--- src/sv/mfvr_pkg.sv ---
// Shared types and constants for the mode-filtered voltage reporter.
// No dependencies; imported by the scaling unit, the top level and the testbench.
package mfvr_pkg;

    localparam int CFG_W     = 16;
    localparam int CFG_IDX_W = 2;
    localparam int MV_W      = 16;
    localparam int CV_W      = 13;

    // Register indexes on the configuration port
    localparam logic [CFG_IDX_W-1:0] REG_REPORT_INTERVAL  = 2'd0;
    localparam logic [CFG_IDX_W-1:0] REG_MEASURE_INTERVAL = 2'd1;
    localparam logic [CFG_IDX_W-1:0] REG_CHANGE_THRESHOLD = 2'd2;
    localparam logic [CFG_IDX_W-1:0] REG_SCALE_Q8         = 2'd3;

    localparam logic [CFG_W-1:0] RST_REPORT_INTERVAL  = 16'd7000;
    localparam logic [CFG_W-1:0] RST_MEASURE_INTERVAL = 16'd875;
    localparam logic [CFG_W-1:0] RST_CHANGE_THRESHOLD = 16'd100;
    localparam logic [CFG_W-1:0] RST_SCALE_Q8         = 16'd256;

    localparam logic [MV_W-1:0]  MV_MAX      = 16'hFFFF;
    localparam logic [7:0]       Q8_HALF     = 8'd128;
    localparam logic [3:0]       CV_ROUND    = 4'd5;
    // floor(x / 10) == (x * 52429) >> 19 for every x below 2^18
    localparam logic [15:0]      DIV10_RECIP = 16'd52429;
    localparam logic [CV_W-1:0]  CV_MAX      = 13'd6554;

    typedef struct packed {
        logic [CFG_W-1:0] report_interval;
        logic [CFG_W-1:0] measure_interval;
        logic [CFG_W-1:0] change_threshold_mv;
        logic [CFG_W-1:0] scale_q8;
    } t_cfg;

    typedef struct packed {
        logic            report;
        logic [MV_W-1:0] mv;
        logic [CV_W-1:0] cv;
    } t_rpt;

endpackage

--- src/sv/mfvr_ram.sv ---
// Generic single-write, single-read RAM with registered read data.
// No dependencies.
module mfvr_ram #(
    parameter int WIDTH = 12,
    parameter int DEPTH = 8
) (
    input  logic                     i_clk,
    input  logic                     i_we,
    input  logic [$clog2(DEPTH)-1:0] i_waddr,
    input  logic [WIDTH-1:0]         i_wdata,
    input  logic [$clog2(DEPTH)-1:0] i_raddr,
    output logic [WIDTH-1:0]         o_rdata
);
    logic [WIDTH-1:0] mem [DEPTH];
    logic [WIDTH-1:0] r_rdata;

    always_ff @(posedge i_clk) begin
        if (i_we) begin
            mem[i_waddr] <= i_wdata;
        end
        r_rdata <= mem[i_raddr];
    end

    assign o_rdata = r_rdata;
endmodule

--- src/sv/mfvr_mode.sv ---
// Mode search over the store: one compare per M_CMP cycle through the RAM read port.
// Drives the read address of mfvr_ram; no package dependency.
module mfvr_mode #(
    parameter int N = 8,
    parameter int W = 12
) (
    input  logic                 i_clk,
    input  logic                 i_rst_n,
    input  logic                 i_start,
    output logic [$clog2(N)-1:0] o_raddr,
    input  logic [W-1:0]         i_rdata,
    output logic                 o_done,
    output logic [W-1:0]         o_mode
);
    localparam int IW = $clog2(N);
    localparam int CW = $clog2(N + 1);
    localparam logic [IW-1:0] LAST = IW'(N - 1);

    typedef enum logic [1:0] {M_IDLE, M_LDI, M_CMP} t_state;

    t_state          r_state;
    logic [IW-1:0]   r_i, r_j;
    logic [W-1:0]    r_cand, r_best_val, r_mode;
    logic [CW-1:0]   r_cnt, r_best_cnt;
    logic            r_done;
    logic [CW-1:0]   n_cnt;
    logic            better;

    assign n_cnt  = r_cnt + CW'(i_rdata == r_cand);
    assign better = n_cnt > r_best_cnt;

    always_comb begin
        unique case (r_state)
            M_IDLE:  o_raddr = '0;
            M_LDI:   o_raddr = '0;
            M_CMP:   o_raddr = (r_j == LAST) ? IW'(r_i + 1'b1) : IW'(r_j + 1'b1);
            default: o_raddr = '0;
        endcase
    end

    always_ff @(posedge i_clk) begin
        if (!i_rst_n) begin
            r_state <= M_IDLE;
            r_done  <= 1'b0;
        end else begin
            r_done <= 1'b0;
            unique case (r_state)
                M_IDLE: begin
                    if (i_start) begin
                        r_i        <= '0;
                        r_best_cnt <= '0;
                        r_best_val <= '0;
                        r_state    <= M_LDI;
                    end
                end
                M_LDI: begin
                    r_cand  <= i_rdata;
                    r_j     <= '0;
                    r_cnt   <= '0;
                    r_state <= M_CMP;
                end
                M_CMP: begin
                    if (r_j != LAST) begin
                        r_j   <= IW'(r_j + 1'b1);
                        r_cnt <= n_cnt;
                    end else begin
                        // strict compare: earliest candidate keeps a tie
                        if (better) begin
                            r_best_cnt <= n_cnt;
                            r_best_val <= r_cand;
                        end
                        if (r_i == LAST) begin
                            if (better) begin
                                r_mode <= (n_cnt > CW'(1)) ? r_cand : '0;
                            end else begin
                                r_mode <= (r_best_cnt > CW'(1)) ? r_best_val : '0;
                            end
                            r_done  <= 1'b1;
                            r_state <= M_IDLE;
                        end else begin
                            r_i     <= IW'(r_i + 1'b1);
                            r_state <= M_LDI;
                        end
                    end
                end
                default: r_state <= M_IDLE;
            endcase
        end
    end

    assign o_done = r_done;
    assign o_mode = r_mode;
endmodule

--- src/sv/mfvr_scale.sv ---
// Scales the mode to millivolts, decides on a report and converts to centivolts.
// Three register stages; uses mfvr_pkg types.
module mfvr_scale #(
    parameter int W = 12
) (
    input  logic                  i_clk,
    input  logic                  i_rst_n,
    input  logic                  i_start,
    input  logic [W-1:0]          i_mode,
    input  mfvr_pkg::t_cfg        i_cfg,
    input  logic [mfvr_pkg::MV_W-1:0] i_last_mv,
    output logic                  o_done,
    output mfvr_pkg::t_rpt        o_rpt
);
    import mfvr_pkg::*;

    localparam int PW = W + CFG_W + 1;

    logic [2:0]       r_v;
    logic [PW-1:0]    r_prod;
    logic [MV_W-1:0]  r_mv;
    logic             r_rep;
    logic [31:0]      r_cvp;
    logic [MV_W-1:0]  mv_sat, diff;
    logic [MV_W:0]    mv_rnd;

    assign mv_sat = (r_prod[PW-1:24] != '0) ? MV_MAX : r_prod[23:8];
    assign diff   = (r_mv > i_last_mv) ? MV_W'(r_mv - i_last_mv) : MV_W'(i_last_mv - r_mv);
    assign mv_rnd = {1'b0, r_mv} + (MV_W + 1)'(CV_ROUND);

    always_ff @(posedge i_clk) begin
        if (!i_rst_n) begin
            r_v <= '0;
        end else begin
            r_v <= {r_v[1:0], i_start};
            if (i_start) begin
                r_prod <= PW'(i_mode) * PW'(i_cfg.scale_q8) + PW'(Q8_HALF);
            end
            if (r_v[0]) begin
                r_mv <= mv_sat;
            end
            if (r_v[1]) begin
                r_rep <= (r_mv != '0) && (diff > i_cfg.change_threshold_mv);
                r_cvp <= 32'(mv_rnd) * 32'(DIV10_RECIP);
            end
        end
    end

    assign o_done       = r_v[2];
    assign o_rpt.report = r_rep;
    assign o_rpt.mv     = r_mv;
    assign o_rpt.cv     = r_cvp[31:19];
endmodule

--- src/sv/mode_filtered_voltage_reporter.sv ---
// Mode-filtered voltage reporter. Ordinary ticks are taken with stall staying low.
// A sampling tick also passes through FILL, which with a zero measure interval stays
// on and writes the rest of the store from the same reading. The tick that fills the
// store then waits for the mode search (one RAM read per cycle), scaling and output.
// A round end that reports also waits while an earlier report is still held at the output.
// Reset is synchronous, active low; the sample store is not cleared.
module mode_filtered_voltage_reporter #(
    parameter int SAMPLE_COUNT = 8,
    parameter int ADC_BITS     = 12
) (
    input  logic                            i_clk,
    input  logic                            i_rst_n,
    // tick input channel
    input  logic                            i_valid,
    output logic                            o_stall,
    input  logic [ADC_BITS-1:0]             i_adc_sample,
    // report output channel
    output logic                            o_valid,
    input  logic                            i_stall,
    output logic [mfvr_pkg::CV_W-1:0]       o_voltage_cv,
    // configuration write port
    input  logic                            i_cfg_we,
    input  logic [mfvr_pkg::CFG_IDX_W-1:0]  i_cfg_idx,
    input  logic [mfvr_pkg::CFG_W-1:0]      i_cfg_data
);
    import mfvr_pkg::*;

    localparam int IW = $clog2(SAMPLE_COUNT);
    localparam int CW = $clog2(SAMPLE_COUNT + 1);
    localparam logic [CW-1:0] N_CNT = CW'(SAMPLE_COUNT);

    // Tick sequencer: IDLE takes ticks, FILL writes samples into the store one a
    // cycle, SEARCH waits for the mode unit, SCALE for the scaling pipe, OUT
    // places a report, if there is one, in the output register.
    typedef enum logic [2:0] {T_IDLE, T_FILL, T_SEARCH, T_SCALE, T_OUT} t_state;

    t_state               r_state;
    t_cfg                 r_cfg;
    logic [CFG_W-1:0]     r_tsr;       // ticks since the last report, saturating
    logic                 r_active;
    logic [CW-1:0]        r_taken;
    logic [CFG_W-1:0]     r_ttn;       // ticks to next sample
    logic [MV_W-1:0]      r_last_mv;
    logic [ADC_BITS-1:0]  r_sample;
    logic                 r_ov;
    logic [CV_W-1:0]      r_cv;

    logic                 accept, round_start, eff_active, fill_last, out_free, out_load;
    logic                 mode_start, mode_done, scale_start, scale_done;
    logic [CFG_W-1:0]     ttn_dec, tsr_inc;
    logic [CW-1:0]        taken_inc;
    logic [IW-1:0]        raddr;
    logic [ADC_BITS-1:0]  rdata, mode_val;
    t_rpt                 rpt;

    assign accept      = i_valid && (r_state == T_IDLE);
    assign round_start = !r_active && (r_tsr >= r_cfg.report_interval);
    assign eff_active  = r_active || round_start;
    // outside a round the countdown already sits at zero
    assign ttn_dec     = (r_active && r_ttn != '0) ? CFG_W'(r_ttn - 1'b1) : r_ttn;
    assign tsr_inc     = (r_tsr == MV_MAX) ? r_tsr : CFG_W'(r_tsr + 1'b1);
    assign taken_inc   = CW'(r_taken + 1'b1);
    assign fill_last   = taken_inc == N_CNT;
    assign out_free    = !r_ov || !i_stall;
    assign out_load    = (r_state == T_OUT) && rpt.report && out_free;

    // The store is written only in FILL and read only in SEARCH, so the
    // sequencing itself keeps writes and reads of an entry apart.
    assign mode_start  = (r_state == T_FILL) && fill_last;
    assign scale_start = (r_state == T_SEARCH) && mode_done;

    mfvr_ram #(
        .WIDTH (ADC_BITS),
        .DEPTH (SAMPLE_COUNT)
    ) u_store (
        .i_clk   (i_clk),
        .i_we    (r_state == T_FILL),
        .i_waddr (r_taken[IW-1:0]),
        .i_wdata (r_sample),
        .i_raddr (raddr),
        .o_rdata (rdata)
    );

    mfvr_mode #(
        .N (SAMPLE_COUNT),
        .W (ADC_BITS)
    ) u_mode (
        .i_clk   (i_clk),
        .i_rst_n (i_rst_n),
        .i_start (mode_start),
        .o_raddr (raddr),
        .i_rdata (rdata),
        .o_done  (mode_done),
        .o_mode  (mode_val)
    );

    mfvr_scale #(
        .W (ADC_BITS)
    ) u_scale (
        .i_clk     (i_clk),
        .i_rst_n   (i_rst_n),
        .i_start   (scale_start),
        .i_mode    (mode_val),
        .i_cfg     (r_cfg),
        .i_last_mv (r_last_mv),
        .o_done    (scale_done),
        .o_rpt     (rpt)
    );

    always_ff @(posedge i_clk) begin
        if (!i_rst_n) begin
            r_state   <= T_IDLE;
            r_active  <= 1'b0;
            r_taken   <= '0;
            r_ttn     <= '0;
            r_tsr     <= '0;
            r_last_mv <= '0;
            r_ov      <= 1'b0;
            r_cfg.report_interval     <= RST_REPORT_INTERVAL;
            r_cfg.measure_interval    <= RST_MEASURE_INTERVAL;
            r_cfg.change_threshold_mv <= RST_CHANGE_THRESHOLD;
            r_cfg.scale_q8            <= RST_SCALE_Q8;
        end else begin
            if (i_cfg_we) begin
                unique case (i_cfg_idx)
                    REG_REPORT_INTERVAL:  r_cfg.report_interval     <= i_cfg_data;
                    REG_MEASURE_INTERVAL: r_cfg.measure_interval    <= i_cfg_data;
                    REG_CHANGE_THRESHOLD: r_cfg.change_threshold_mv <= i_cfg_data;
                    REG_SCALE_Q8:         r_cfg.scale_q8            <= i_cfg_data;
                    default: ;
                endcase
            end

            // a new report may replace one that leaves in this same cycle
            if (out_load) begin
                r_ov <= 1'b1;
            end else if (r_ov && !i_stall) begin
                r_ov <= 1'b0;
            end

            unique case (r_state)
                T_IDLE: begin
                    if (accept) begin
                        r_sample <= i_adc_sample;
                        r_tsr    <= tsr_inc;   // a report later in this item clears it
                        r_active <= eff_active;
                        r_ttn    <= ttn_dec;
                        if (eff_active && ttn_dec == '0) begin
                            r_state <= T_FILL;
                        end
                    end
                end
                T_FILL: begin
                    r_taken <= taken_inc;
                    r_ttn   <= r_cfg.measure_interval;
                    if (fill_last) begin
                        r_state <= T_SEARCH;
                    end else if (r_cfg.measure_interval != '0) begin
                        r_state <= T_IDLE;
                    end
                end
                T_SEARCH: begin
                    if (mode_done) begin
                        r_state <= T_SCALE;
                    end
                end
                T_SCALE: begin
                    if (scale_done) begin
                        r_state <= T_OUT;
                    end
                end
                T_OUT: begin
                    if (!rpt.report || out_free) begin
                        if (rpt.report) begin
                            r_cv      <= rpt.cv;
                            r_last_mv <= rpt.mv;
                            r_tsr     <= '0;
                        end
                        r_active <= 1'b0;
                        r_taken  <= '0;
                        r_ttn    <= '0;
                        r_state  <= T_IDLE;
                    end
                end
                default: r_state <= T_IDLE;
            endcase
        end
    end

    assign o_stall      = r_state != T_IDLE;
    assign o_valid      = r_ov;
    assign o_voltage_cv = r_cv;

    a_taken_bound: assert property (@(posedge i_clk) disable iff (!i_rst_n)
        r_taken <= N_CNT)
        else $error("sample count ran past the store depth");

    a_fill_in_round: assert property (@(posedge i_clk) disable iff (!i_rst_n)
        (r_state == T_FILL) |-> r_active)
        else $error("store written outside a round");

    a_report_update: assert property (@(posedge i_clk) disable iff (!i_rst_n)
        out_load |=> (r_last_mv != '0) && (r_tsr == '0) && !r_active)
        else $error("report did not update last value and timer");

    a_cv_range: assert property (@(posedge i_clk) disable iff (!i_rst_n)
        o_valid |-> (o_voltage_cv <= CV_MAX))
        else $error("reported voltage out of range");

    a_search_idle_in: assert property (@(posedge i_clk) disable iff (!i_rst_n)
        mode_start |=> (r_state == T_SEARCH) && o_stall)
        else $error("ticks taken during mode search");
endmodule

--- config.mk ---
export PLATFORM = sky130hd
export DESIGN_NAME = mode_filtered_voltage_reporter
export DESIGN_NICKNAME = d
export VERILOG_FILES = /design/src/sv/mfvr_pkg.sv /design/src/sv/mfvr_ram.sv /design/src/sv/mfvr_mode.sv /design/src/sv/mfvr_scale.sv /design/src/sv/mode_filtered_voltage_reporter.sv
export SDC_FILE = /design/constraint.sdc
export NUM_CORES = 1
export LEC_CHECK = 0
export BUFFER_PORTS_ARGS = -buffer_cell sky130_fd_sc_hd__buf_2
export CORE_UTILIZATION = 38
export DETAILED_ROUTE_END_ITERATION = 7
export GPL_TIMING_DRIVEN = 0
export PLACE_DENSITY = 0.52
export SYNTH_ARGS = -nofsm -noshare
export SYNTH_HDL_FRONTEND = slang
export SYNTH_SLANG_ARGS = --single-unit
--- constraint.sdc ---
create_clock -name i_clk -period 8.3 [get_ports i_clk]
set_input_delay 0.415 -clock i_clk [delete_from_list [all_inputs] [get_ports i_clk]]
set_output_delay 0.415 -clock i_clk [all_outputs]
set_load 0.03 [all_outputs]
# Word-level counts from Yosys, hierarchy flattened

Memory sizes are Yosys's and may differ from the RTL's. A register that Yosys moved wholly into a read port is not among the register bits.
Index checks and enable logic that the tools add are counted.

Register bits after elaboration: 280
Output and inout port bits: 15
RAM bits: 96
Bits of input ports: 35
Memories: 1
Logic and storage cells: 184

Memory list:

| memory      | words | width | rd ports | clocked after memory_dff | wr ports | RTL line       | source |
|---|---|---|---|---|---|---|---|
| u_store.mem | 8     | 12    | 1        | 1                        | 1        | mfvr_ram.sv:14 | `logic [WIDTH-1:0] mem [DEPTH];` |

Muxes and demuxes: 53
Order comparisons: 6
Multiply operators: 2
Reduce and logical (&&, ||, !) cells: 54
Bitwise logic cells: 3
Equality and inequality tests: 28
Add/sub/neg operators: 10

Operators by type and width:

| operator                                                              | number |
|---|---|
| 16-bit 2-to-1 mux                                                     | 8 |
| 12-bit 2-to-1 mux                                                     | 6 |
| 16-bit case mux with 3 select lines                                   | 1 |
| 16-bit nonzero test                                                   | 3 |
| 3-bit 2-to-1 mux                                                      | 13 |
| 16-bit greater-than comparator                                        | 2 |
| 17-bit by 16-bit multiplier with 32-bit output, second input constant | 1 |
| 16-bit case mux with 2 select lines                                   | 1 |
| 16-bit subtractor                                                     | 2 |
| 28-bit by 8-bit adder with 29-bit output, second input constant       | 1 |
| 12-bit by 16-bit multiplier with 28-bit output                        | 1 |
| 12-bit case mux with 2 select lines                                   | 1 |
| 4-bit case mux with 2 select lines                                    | 3 |
| 4-bit 2-to-1 mux                                                      | 5 |
| 2-bit AND reduction                                                   | 10 |
| 16-bit by 3-bit adder with 17-bit output, second input constant       | 1 |
| 16-bit by 1-bit adder with 16-bit output, second input constant       | 1 |
| 16-bit == test, second input constant                                 | 1 |
| 16-bit >= comparator                                                  | 1 |
| 16-bit zero test                                                      | 1 |
| 16-bit by 1-bit subtractor with 16-bit output, second input constant  | 1 |
| 3-bit case mux with 5 select lines                                    | 1 |
| 3-bit AND reduction                                                   | 5 |
| 5-bit AND reduction                                                   | 3 |
| other kinds (32)                                                      | 83 |

# Longest topological paths before layout

Word-level depth: 8
Depth in mapped cells: 25
Mapped depth without buffers: 24

# By module

Synthesis repeated with hierarchy kept, for this count alone.

Cells, all modules: 2704
Area total of the unflattened synthesis: 27480.1 µm²

Modules (own cells, without submodules):

| module                         | times used | sequential area each (µm²) | area each (µm²) | cells each |
|---|---|---|---|---|
| mfvr_scale                     | 1          | 1591.5                     | 14525.2         | 1586 |
| mode_filtered_voltage_reporter | 1          | 3173.0                     | 6478.7          | 766 |
| mfvr_ram                       | 1          | 3123.0                     | 3987.6          | 164 |
| mfvr_mode                      | 1          | 1561.5                     | 2488.6          | 188 |

# Worst setup path before layout

Ideal clock, no wire load.

Kind: reg-to-reg
Start point: reg u_scale.r_mv[3]
End point: reg u_scale.r_cvp[30] (data pin)
Path slack: 1.721 ns
Buffers on the path: 1
Setup time: 0.262 ns
Cell stages (with the launch flop): 26
Period minus slack after synthesis: 6.579 ns
Required time: 8.038 ns
Arrival time: 6.317 ns
Cells stage by stage: edfxtp_1 -> clkbuf_1 -> nand4_1 -> o21bai_1 -> nor3_1 -> nand3_1 -> xnor2_1 -> ha_1 -> ha_1 -> inv_1 -> fa_1 -> inv_1 -> fa_1 -> fa_1 -> inv_1 -> fa_1 -> inv_1 -> ha_1 -> a21o_1 -> a221oi_1 -> o21a_1 -> o32ai_2 -> a21o_1 -> o41ai_4 -> o21bai_1 -> xor2_1

Word-level cells in the longest chain between the ends: 2

RTL lines:

| item                                           | RTL line         | source |
|---|---|---|
| start: declaration                             | mfvr_scale.sv:21 | `logic [MV_W-1:0] r_mv;` |
| start signal: assignment                       | mfvr_scale.sv:40 | `r_mv <= mv_sat;` |
| 16-bit by 3-bit adder with 17-bit output       | mfvr_scale.sv:29 | `assign mv_rnd = {1'b0, r_mv} + (MV_W + 1)'(CV_ROUND);` |
| 17-bit by 16-bit multiplier with 32-bit output | mfvr_scale.sv:44 | `r_cvp <= 32'(mv_rnd) * 32'(DIV10_RECIP);` |
| end signal: assignment                         | mfvr_scale.sv:44 |  |
| end: declaration                               | mfvr_scale.sv:23 | `logic [31:0] r_cvp;` |

Every way passes these cells.
A chain may end at the register's enable or synchronous reset.

# Final worst setup path

Start point: reg u_scale.r_mv[3]
End point: reg u_scale.r_cvp[25] (data pin)

The elaborated chain is that of the path after synthesis.

==> results by group <==
Synth
  • Count of different cell masters after synthesis: between 80 and 90
  • Ys Warns: 0
  • Syn_area_per_cell: roughly 9.8 um^2
  • Combinational family with the most area after synthesis: adder cells
  • EDFF count, synth: between 200 and 250
  • Synth Area in XOR/XNOR: 0.0328
  • Synth top area cells: edfxtp_1, fa_1, ha_1, dfxtp_1, nand2_1
  • Synth Instances: between 2000 and 3000
  • Share of the synthesized area in the top cell type: 0.245
  • Post-Syn Area: between 20000 and 30000 um^2
  • Ys async rst share: 0
  • Compound-Gate Fraction of Synth Area: 0.0856
  • Synth Flop Type: edfxtp_1
  • Mux contribution to synthesized area: 0.00455
  • Area leader, netlist: edfxtp_1
  • Post-Synth Adder-Cell Area: 0.298
  • Seq/Total Area, Yosys: 0.347
  • Syn nets: between 3000 and 4000
  • Simple-gate area share of the yosys netlist: 0.160
  • Yosys reg bits: about 360

Floorplanning
  • Die Span Y: 270 um
  • Die ar.: ~73000 um^2
  • Initial core utilization: 0.386
  • Core footprint: 70500 um^2
  • Die Width: around 270 um
  • Row count: 97
  • I/O pin cnt: 50

CTS
  • Clock latency on the worst-skew pair: about 0.6 ns
  • Clock tree buffer depth: 3
  • Root Driver: clkbuf_16
  • # H-tree levels: 2
  • Total CTS buffers: between 40 and 50
  • CTS sink count: 361
  • CTS tree: built
  • Clk pin slew, worst setup/hold paths: roughly 0.06 ns
  • Post-CTS Setup Bufs: 0

Global route
  • Initial antenna violation count: 5
  • Largest net degree at the start of global routing: 20
  • All-Layer GR Usage: 0.194
  • Vias in the first global route: between 20000 and 25000
  • Gr ovfl total: 0
  • First-pass GRT wire length: approximately 110 mm

Worst setup path
  • Crit Path Category: reg -> reg
  • Max stage delay on crit path: 0.55 ns
  • WP data arrival: around 7.9 ns
  • Critical path fanouts, max: 7
  • Slowest stage cell on the critical path: fa_1
  • Setup crit start kind: flip-flop
  • CP Data Required Time: ~8.6 ns
  • Critical Path Sink Type: flip-flop

Layout
  • Commonest non-fill, non-tap cell in the layout: nand2_1
  • Final Net Count: 3445
  • Fin util: 0.429
  • N_diodes: 0
  • Most frequent cells in the layout: nand2_1, inv_1, ha_1, fa_1, edfxtp_1
  • Filler cell count: roughly 6800
  • Register Area: 9450 um^2
  • Area taken by multi-input logic gates: between 15000 and 20000 um^2
  • Syn-to-layout area delta: 11.1%
  • Finished Cell Area: 30300 um^2
  • Layout Cells excl Fill: just under 4000
  • Share of cells above drive strength 1: 0.0577

Detailed routing
  • Final WL: ~70 mm
  • Via density: between 5 and 6
  • Met2 WL: roughly 32 mm
  • Drt pass-1 iters: 5
  • Met3 WL: about 3.6 mm
  • Vias: 19603
  • DRC Markers: 0
  • Max layer used: met5
  • ANT nets after route: 0
  • Starting DRT DRC Count: around 1200
  • Wire length per cell: 18.1 um
  • WL met1: between 30 and 40 mm

Power and ir drop
  • NetSw: just under 1 mW
  • Leak Pwr: 13.0 nW
  • Pwr dens: between 100 and 150 nW/um^2
  • Max IR drop VDD: ~0.14 mV
  • Logic pwr share: 0.084
  • Sequential power share: 0.474
  • Sw frac: 0.240
  • Int Pwr: around 3.1 mW
  • Clk pwr share: 0.442

STA
  • Worst Skew: around 0.026 ns
  • Slew @ Worst Pin: 1.20 ns
  • RSZ-0062 raised after global routing: no
  • Setup_tns: 0 ns
  • Setup Viol. Count Final: 0
  • Final min period: roughly 7.6 ns
  • Relative slew slack: 0.198
  • Final WS setup: a little under 0.7 ns
  • Final Hold Fails: 0
  • Final Cycle Share: 0.917
  • Max Freq: 0.131 GHz
  • Slew Limit Fails: 0

Placement
  • DP Worst Slack: 0.363 ns
  • Final HPWL DP: roughly 56 mm
  • Inst Count DP: approximately 3800
  • Dpl cell area: about 29000 um^2
  • GP Congestion: slightly below 0.9
  • Input/output buffers: around 50

Min path
  • Hold WC Path Type: in -> reg

Job
  • Max-cap violation count: 0

Status
  • Status: finished clean
==> sequential cells by signal (all words and copies together) (netlist names), 4 cells and up <==
name	cells
u_store.mem	96
r_cfg	64
u_scale.r_prod	21
r_last_mv	16
r_tsr	16
r_ttn	16
u_scale.r_mv	16
o_voltage_cv	13
u_scale.r_cvp	13
r_sample	12
u_mode.o_mode	12
u_mode.r_best_val	12
u_mode.r_cand	12
u_store.o_rdata	12
r_taken	4
u_mode.r_best_cnt	4
u_mode.r_cnt	4
==> through the flow <==
step	total power [mW]	hold WS, ns
6_report	4.09	0.151
5_1_grt	4.26	0.147
4_1_cts	4.15	0.128
3_5_place_dp	2.32	0.405
3_3_place_gp	2.31	0.404
2_1_floorplan	2.20	0.400
==> path summary, 6_finish.rpt <==
check        slack (ns)                          start  depth (start not counted)                     endpoint
max                0.69  u_scale.r_mv[3]$_SDFFCE_PP1P_                         25  u_scale.r_cvp[25]$_DFFE_PP_
max reg2reg        0.69  u_scale.r_mv[3]$_SDFFCE_PP1P_                         25  u_scale.r_cvp[25]$_DFFE_PP_
min reg2reg        0.41    u_scale.r_cvp[25]$_DFFE_PP_                          0    o_voltage_cv[6]$_DFFE_PP_
min                0.15                 i_cfg_data[12]                          3       r_cfg[12]$_SDFFE_PN0P_
==> cells in the mapped netlist (all sizes together) (9+ instances only) <==
cell / count
a211oi: 19
a22oi: 14
edfxtp: 222
nand2: 441
o21ai: 57
nor2b: 12
mux2i: 9
o211ai: 16
inv: 414
o21a: 22
and3: 13
a31oi: 12
or3: 28
and2: 94
buf: 12
nand3: 106
xor2: 32
nor4: 13
ha: 283
a21oi: 123
dfxtp: 139
nand4: 14
or2: 10
xnor2: 70
nor3: 30
a21o: 28
clkbuf: 93
a22o: 14
nor2: 116
fa: 228
nand2b: 13
==> power groups by stage <==
| stage | Sequential [mW] | Combinational, mW | Clock, mW |
|---|---|---|---|
| floorplan | 1.97 | 0.236 | 0 |
| global placement | 1.98 | 0.333 | 0 |
| detailed placement | 1.98 | 0.340 | 0 |
| CTS | 1.94 | 0.349 | 1.86 |
| global route | 1.94 | 0.393 | 1.93 |
| finish | 1.94 | 0.345 | 1.81 |
==> final cells by class <==
type                    count  area share
plain buffers             105      0.0139
clock buffers              55      0.0373
clock inverters            17     0.00695
inverters                 415      0.0515
multi-input cells        1905       0.524
flip-flops and latches    361       0.312
well taps                 940      0.0389
repair buffers             69      0.0149
==> repair_timing <==
action | in CTS | in global routing
hold buffers | 12 | 0
hold endpoints to repair | 12 | 0
setup endpoints to repair | 0 | 2
gates resized for setup | 0 | 1
==> worst max-delay path: cells and delay by family (launching register included) <==
kind                       cells  cell delay (ns)
AOI/OAI and AO/OA              5             1.62
xor gates and xnor gates       1             0.44
adders and majority gates      7             3.02
buffers and inverters          5             0.51
DFF                            1             0.40
and+or+nand+nor                7             1.36
==> kinds of logic after synthesis <==
logic type	Yosys count
xor+xnor	102
buf+inv	520
simple gates	925
fa+ha+maj	511
compound gates	355
flops	361
mux	12
==> metal layers <==
layer | GRT usage | vias to the layer above
met5 | 0 | -
met4 | 0.0455 | 8
met3 | 0.0283 | 72
met2 | 0.317 | 425
met1 | 0.271 | 9633
li1 | - | 9465
Note: power is estimated with default switching activity, not from simulation.
